`config.mk`:
```
export PLATFORM = sky130hd
export DESIGN_NAME = heading_pd_controller_top
export DESIGN_NICKNAME = d
export VERILOG_FILES = /design/src/rtl/hdpd_pkg.sv /design/src/rtl/heading_pd_controller_top.sv /design/src/rtl/hdpd_error_stage.sv /design/src/rtl/hdpd_law_stage.sv
export SDC_FILE = /design/constraint.sdc
export NUM_CORES = 2
export LEC_CHECK = 0
export BUFFER_PORTS_ARGS = -buffer_cell sky130_fd_sc_hd__buf_2
export CAP_MARGIN = 20
export CORE_ASPECT_RATIO = 0.5
export CORE_MARGIN = 4
export CORE_UTILIZATION = 55
export CTS_CLUSTER_SIZE = 16
export DETAILED_ROUTE_END_ITERATION = 6
export PLACE_DENSITY = 0.83
export SYNTH_ARGS = -nofsm -noshare
export SYNTH_HDL_FRONTEND = slang
export SYNTH_SLANG_ARGS = --single-unit
```
`constraint.sdc`:
```
create_clock -name clk -period 26.1 [get_ports clk]
set_input_delay 3.915 -clock clk [delete_from_list [all_inputs] [get_ports clk]]
set_output_delay 3.915 -clock clk [all_outputs]
set_load 0.03 [all_outputs]
```
`src/rtl/hdpd_pkg.sv`:
```
// Package for the heading PD controller: field widths, angle constants,
// register indexes, stage structs and the angle wrap function.
// Used by every module of the block; depends on nothing.
package hdpd_pkg;

	localparam int COUNTER_WIDTH = 32;
	localparam int TOTAL_W = 32;
	localparam int ANGLE_W = 15;
	localparam int YAW_W = 16;
	localparam int RATE_W = 16;
	localparam int GAIN_W = 16;
	localparam int LIMIT_W = 17;
	localparam int BASE_W = 18;
	localparam int CORR_W = 18;
	localparam int SPEED_W = 19;
	localparam int PROD_W = 32;
	localparam int RAW_W = 26;
	localparam int P_SHIFT = 10;
	localparam int D_SHIFT = 8;
	localparam int CFG_IDX_W = 3;
	localparam int CFG_DATA_W = 18;
	localparam int IN_DATA_W = 32;
	localparam int OUT_DATA_W = 136;

	localparam logic signed [YAW_W-1:0] HALF_TURN = 16'sd11520;
	localparam logic signed [YAW_W-1:0] FULL_TURN = 16'sd23040;

	typedef enum logic [CFG_IDX_W-1:0] {
		REG_GAIN_P = 3'd0,
		REG_GAIN_D = 3'd1,
		REG_LIMIT = 3'd2,
		REG_BASE = 3'd3,
		REG_TARGET = 3'd4,
		REG_ENABLE = 3'd5
	} cfg_reg_t;

	typedef struct packed {
		logic [GAIN_W-1:0] kp;
		logic [GAIN_W-1:0] kd;
		logic [LIMIT_W-1:0] limit;
		logic signed [BASE_W-1:0] base;
		logic signed [ANGLE_W-1:0] target;
		logic enable;
	} cfg_t;

	typedef struct packed {
		logic signed [ANGLE_W-1:0] err;
		logic signed [PROD_W-1:0] p_prod;
		logic signed [PROD_W-1:0] d_prod;
	} err_stage_t;

	typedef struct packed {
		logic updated;
		logic signed [ANGLE_W-1:0] heading_error;
		logic signed [CORR_W-1:0] correction;
		logic signed [SPEED_W-1:0] left_speed;
		logic signed [SPEED_W-1:0] right_speed;
		logic saturated;
		logic [COUNTER_WIDTH-1:0] saturation_total;
		logic [COUNTER_WIDTH-1:0] update_total;
	} result_t;

	// Folds an angle into the closed half turn on either side of zero; one step
	// is enough for any 16-bit input, and both ends of the half turn are kept.
	function automatic logic signed [ANGLE_W-1:0] wrap_angle(
		input logic signed [YAW_W-1:0] a
	);
		logic signed [YAW_W-1:0] w;
		begin
			if (a > HALF_TURN) begin
				w = a - FULL_TURN;
			end else if (a < -HALF_TURN) begin
				w = a + FULL_TURN;
			end else begin
				w = a;
			end
			return w[ANGLE_W-1:0];
		end
	endfunction

endpackage

```
`src/rtl/heading_pd_controller_top.sv`:
```
// Heading PD controller for a differential-drive base: an input register,
// two compute stages and an output register, with the configuration registers
// and the two step counters. Items pass a register between the stages;
// one item is accepted every cycle while the output is taken.
// Reset clears all configuration registers, both counters and all valid flags.
module heading_pd_controller_top
	import hdpd_pkg::*;
(
	input  logic                       clk,
	input  logic                       arst_n,
	input  logic                       cfg_we,
	input  logic [CFG_IDX_W-1:0]       cfg_index,
	input  logic [CFG_DATA_W-1:0]      cfg_data,
	input  logic                       s_axis_tvalid,
	output logic                       s_axis_tready,
	// measured_yaw [15:0], yaw_rate [31:16]
	input  logic [IN_DATA_W-1:0]       s_axis_tdata,
	output logic                       m_axis_tvalid,
	input  logic                       m_axis_tready,
	// heading_error [14:0], correction [32:15], left_speed [51:33],
	// right_speed [70:52], saturated [71], saturation_total [103:72],
	// update_total [135:104]
	output logic [OUT_DATA_W-1:0]      m_axis_tdata,
	// updated [0]
	output logic                       m_axis_tuser
);

	cfg_t cfg_q;
	logic valid_s1;
	logic valid_s2;
	logic out_valid_q;
	logic signed [YAW_W-1:0] yaw_s1;
	logic signed [RATE_W-1:0] rate_s1;
	err_stage_t err_next;
	err_stage_t err_s2;
	result_t res_next;
	result_t res_q;
	logic [COUNTER_WIDTH-1:0] sat_count_q;
	logic [COUNTER_WIDTH-1:0] upd_count_q;
	logic load_out;
	logic load_s2;
	logic load_s1;

	always_ff @(posedge clk or negedge arst_n) begin
		if (!arst_n) begin
			cfg_q <= '0;
		end else if (cfg_we) begin
			case (cfg_index)
				REG_GAIN_P: cfg_q.kp <= cfg_data[GAIN_W-1:0];
				REG_GAIN_D: cfg_q.kd <= cfg_data[GAIN_W-1:0];
				REG_LIMIT:  cfg_q.limit <= cfg_data[LIMIT_W-1:0];
				REG_BASE:   cfg_q.base <= cfg_data[BASE_W-1:0];
				REG_TARGET: cfg_q.target <= cfg_data[ANGLE_W-1:0];
				REG_ENABLE: cfg_q.enable <= cfg_data[0];
				default: ;
			endcase
		end
	end

	assign load_out = !out_valid_q || m_axis_tready;
	assign load_s2 = !valid_s2 || load_out;
	assign load_s1 = !valid_s1 || load_s2;
	assign s_axis_tready = load_s1;

	always_ff @(posedge clk or negedge arst_n) begin
		if (!arst_n) begin
			valid_s1 <= 1'b0;
			valid_s2 <= 1'b0;
			out_valid_q <= 1'b0;
		end else begin
			if (load_s1) begin
				valid_s1 <= s_axis_tvalid;
			end
			if (load_s2) begin
				valid_s2 <= valid_s1;
			end
			if (load_out) begin
				out_valid_q <= valid_s2;
			end
		end
	end

	always_ff @(posedge clk) begin
		if (load_s1 && s_axis_tvalid) begin
			yaw_s1 <= s_axis_tdata[15:0];
			rate_s1 <= s_axis_tdata[31:16];
		end
		if (load_s2 && valid_s1) begin
			err_s2 <= err_next;
		end
		if (load_out && valid_s2) begin
			res_q <= res_next;
		end
	end

	hdpd_error_stage u_error (
		.cfg  (cfg_q),
		.yaw  (yaw_s1),
		.rate (rate_s1),
		.res  (err_next)
	);

	hdpd_law_stage u_law (
		.cfg       (cfg_q),
		.in_stage  (err_s2),
		.sat_count (sat_count_q),
		.upd_count (upd_count_q),
		.res       (res_next)
	);

	always_ff @(posedge clk or negedge arst_n) begin
		if (!arst_n) begin
			sat_count_q <= '0;
			upd_count_q <= '0;
		end else if (load_out && valid_s2 && res_next.updated) begin
			sat_count_q <= res_next.saturation_total;
			upd_count_q <= res_next.update_total;
		end
	end

	assign m_axis_tvalid = out_valid_q;
	assign m_axis_tuser = res_q.updated;
	assign m_axis_tdata = {
		TOTAL_W'(res_q.update_total),
		TOTAL_W'(res_q.saturation_total),
		res_q.saturated,
		res_q.right_speed,
		res_q.left_speed,
		res_q.correction,
		res_q.heading_error
	};

endmodule

```
`src/rtl/hdpd_error_stage.sv`:
```
// First compute stage: wraps yaw and target, forms the heading error and
// both gain products. Depends on hdpd_pkg.
module hdpd_error_stage
	import hdpd_pkg::*;
(
	input  cfg_t                       cfg,
	input  logic signed [YAW_W-1:0]    yaw,
	input  logic signed [RATE_W-1:0]   rate,
	output err_stage_t                 res
);

	logic signed [ANGLE_W-1:0] yaw_w;
	logic signed [ANGLE_W-1:0] target_w;
	logic signed [YAW_W-1:0] diff;
	logic signed [ANGLE_W-1:0] err;
	logic signed [GAIN_W:0] kp_s;
	logic signed [GAIN_W:0] kd_s;

	always_comb begin
		yaw_w = wrap_angle(yaw);
		target_w = wrap_angle(YAW_W'(cfg.target));
		diff = YAW_W'(target_w) - YAW_W'(yaw_w);
		err = wrap_angle(diff);
		kp_s = {1'b0, cfg.kp};
		kd_s = {1'b0, cfg.kd};
		res.err = err;
		res.p_prod = PROD_W'(kp_s) * PROD_W'(err);
		res.d_prod = PROD_W'(kd_s) * PROD_W'(rate);
	end

endmodule

```
`src/rtl/hdpd_law_stage.sv`:
```
// Second compute stage: scales the products, clamps the correction, forms
// the wheel speeds and the next counter values, or gives all zeros while disabled. Depends on hdpd_pkg.
module hdpd_law_stage
	import hdpd_pkg::*;
(
	input  cfg_t                        cfg,
	input  err_stage_t                  in_stage,
	input  logic [COUNTER_WIDTH-1:0]    sat_count,
	input  logic [COUNTER_WIDTH-1:0]    upd_count,
	output result_t                     res
);

	logic signed [RAW_W-1:0] p_term;
	logic signed [RAW_W-1:0] d_term;
	logic signed [RAW_W-1:0] raw;
	logic signed [RAW_W-1:0] lim;
	logic signed [RAW_W-1:0] corr_wide;
	logic sat;
	logic signed [CORR_W-1:0] corr;

	always_comb begin
		p_term = RAW_W'(in_stage.p_prod >>> P_SHIFT);
		d_term = RAW_W'(in_stage.d_prod >>> D_SHIFT);
		raw = p_term - d_term;
		lim = RAW_W'({1'b0, cfg.limit});
		sat = 1'b0;
		corr_wide = raw;
		if (raw > lim) begin
			corr_wide = lim;
			sat = 1'b1;
		end else if (raw < -lim) begin
			corr_wide = -lim;
			sat = 1'b1;
		end
		corr = corr_wide[CORR_W-1:0];

		res = '0;
		if (cfg.enable) begin
			res.updated = 1'b1;
			res.heading_error = in_stage.err;
			res.correction = corr;
			res.left_speed = SPEED_W'(cfg.base) - SPEED_W'(corr);
			res.right_speed = SPEED_W'(cfg.base) + SPEED_W'(corr);
			res.saturated = sat;
			res.saturation_total = sat ? sat_count + COUNTER_WIDTH'(1) : sat_count;
			res.update_total = upd_count + COUNTER_WIDTH'(1);
		end
	end

endmodule

```
==> metrics.md <==
| Metric | Value |
|---|---|
| 1st-pass router iterations | 6 |
| CTS Buffer Depth | 3 |
| Core Area | ~66000 sq um |
| Layout cells sized above 1 | 0.102 |
| Largest area contributor in the netlist | fa_1 |
| DRT antenna net count | 0 |
| RSZ-0062 raised after global routing | false |
| Max-slew violation count | 0 |
| DR iter-0 viols | approximately 2200 |
| Die Y-Extent | 191 um |
| Sink Count | 379 |
| Storage cell area | approximately 11000 sq um |
| Post-cts sizing count | 0 |
| Top post-synthesis cells by count | inv_1, nand2_1, fa_1, ha_1, edfxtp_1 |
| Setup crit end kind | flip-flop |
| Synthesized area | about 37000 sq um |
| First-pass GRT wire length | roughly 150 mm |
| Status | complete, no violations |
| Dominant synthesized flop cell | edfxtp_1 |
| Crit path kind | flip-flop to flip-flop |
| Most common cell in the synthesized netlist | inv_1 |
| Routability congestion estimate | roughly 0.94 |
| Mean Syn Cell Area | just under 10 sq um |
| Number of synthesized flops with an enable pin | roughly 230 |
| Path type of the worst min-delay path | flip-flop to flip-flop |
| Starting density of the core | 0.561 |
| H-tree depth | 2 |
| Nets | between 4000 and 5000 |
| Worst Path Arrival | between 10 and 15 ns |
| Synth Net Count | between 4000 and 5000 |
| # DRC | 0 |
| Number of max-cap violations | 0 |
| Final Routed Wirelength | between 90 and 100 mm |
| Synth-to-layout area growth | 8.28% |
| CP dominant cell by count | fa_1 |
| Tmin final | approximately 11 ns |
| Die outline area | slightly above 70000 sq um |
| Worst-margin pin slew | roughly 1.1 ns |
| Vias | 27700 |
| CP Max Fanout | 17 |
| Slew HR | 0.251 |
| Fin. Hold Viols | 0 |
| Seq/Total Area, Yosys | 0.288 |
| Hold_buf cts | 0 |
| TritonCTS buffer count | 38 |
| Fill cell count | 5286 |
| Maximum clock rate | 0.0879 GHz |
| Tot GR Track Use | 0.263 |
| Largest net degree at the start of global routing | 91 |
| Root Driver | clkbuf_16 |
| Synth Warn # | 0 |
| Die X-Extent | ~370 um |
| Slowest stage delay, CP | 0.68 ns |
| Setup TNS | 0 ns |
| Post-synth cell types | 92 |
| Std-Cell Rows | 66 |
| Synth area leaders | fa_1, edfxtp_1, ha_1 |
| CP max stage cell | xnor2_2 |
| Io pins | ~200 |
| Fin crit share | 0.436 |
| # setup viols final | 0 |
| Largest family of logic cells by synthesized area | adder cells |
| FF+latch count, synth | ~380 |
| Ys async rst share | 0.396 |
| WP data required | roughly 26 ns |
| Multi-input gate area | between 20000 and 25000 sq um |
| GRT Residual Overflow | 0 |
| Vias in the first global route | 28600 |
| Synth Area in Compound Gates | 0.0824 |
| XOR/XNOR Fraction of Synth Area | 0.0487 |
| Clk slew on worst S/H paths | about 0.070 ns |
| DP HPWL | approximately 70 mm |
| TritonCTS clock tree | built |
| Routed vias/inst | between 5 and 6 |
| Reg2Reg Depth | 37 |
| Adder-Cell Fraction of Synth Area | 0.324 |
| Worst skew pair latency | between 0.6 and 0.7 ns |
| Mux cell area share after synthesis | 0.0238 |
| Port bufs | 196 |
| Routed len/inst | 19.4 um |
| Worst Clk Skew | 0.0577 ns |
| Post-synthesis cell count | around 3700 |
| Crit start category | flip-flop |
| Initial antenna violation count | 4 |
| Worst Hold Depth | 1 |
| Post-CTS Setup Bufs | 0 |
| Area share of the largest cell type after synthesis | 0.205 |
| Post-Synth Simple-Gate Area | 0.162 |
-- through the flow --
step	hold slack [ns]	area, sq um	std cells	worst slack, ns	utilization
floorplan	0.449	36900	3739	16.16	-
global placement	0.468	38500	4697	15.08	0.587
detailed placement	0.472	38600	4698	14.80	0.587
CTS	0.484	39900	4768	14.80	0.607
global route	0.514	39900	4771	13.86	0.608
finish	0.489	39900	4774	14.72	0.608
-- final timing paths --
check / slack (ns) / startpoint / endpoint
setup / recovery: 14.72 / cfg_q[11] / err_s2[63]
max in group asynchronous: 21.25 / arst_n / sat_count_q[11]
min in group asynchronous: 3.37 / arst_n / cfg_q[36]
hold reg to reg: 0.49 / sat_count_q[31] / sat_count_q[31]
hold / removal: 0.49 / sat_count_q[31] / sat_count_q[31]
setup reg to reg: 14.72 / cfg_q[11] / err_s2[63]
-- layout make-up --
| type | instances | area share |
|---|---|---|
| Tap cell | 884 | 0.0277 |
| Sequential cell | 379 | 0.266 |
| Clock buffer | 48 | 0.0255 |
| Clock inverter | 22 | 0.00765 |
| Multi-Input combinational cell | 2681 | 0.593 |
| Timing Repair Buffer | 217 | 0.0289 |
| Antenna cell | 3 | 0.000188 |
| Inverter | 540 | 0.0508 |
-- placed cells by master, fill, tap and decap left out, drive strengths merged, types with 126 or more instances in the layout --
master  instances
xnor2         126
ha            352
buf           216
a21oi         140
and2          199
edfxtp        229
inv           543
dfrtp         150
nor2          172
nand2         408
fa            377
-- registers in the layout, indices dropped and copies added (netlist names) --
signal         flops
m_axis_tvalid      1
err_s2            61
yaw_s1            16
upd_count_q       32
rate_s1           16
valid_s1           1
m_axis_tdata     135
m_axis_tuser       1
sat_count_q       32
cfg_q             83
valid_s2           1
-- worst max-delay path: cells and delay by family, from the launching register on --
kind / cells / cell delay (ns)
xor+xnor: 3 / 0.93
buf+inv: 4 / 0.28
compound gates: 13 / 3.99
fa+ha+maj: 8 / 3.65
flops: 1 / 0.40
mux: 1 / 0.17
simple gates: 8 / 1.74
-- layer usage --
layer | up-vias | track usage | share of wire
met2 | 1130 | 0.433 | 0.47
met4 | 2 | 0.126 | 0.053
li1 | 12600 | - | -
met5 | - | 0 | 0.00014
met3 | 289 | 0.0646 | 0.086
met1 | 13700 | 0.330 | 0.39
-- logic make-up after synthesis --
group                      Yosys count
and+or+nand+nor                   1197
adders and majority gates          729
buffers and inverters              679
AOI/OAI and AO/OA                  472
DFF                                379
xor gates and xnor gates           204
muxes                               79
Power is not shown: default switching activity piles up to over one toggle a cycle in this logic, so the estimate is an artifact.
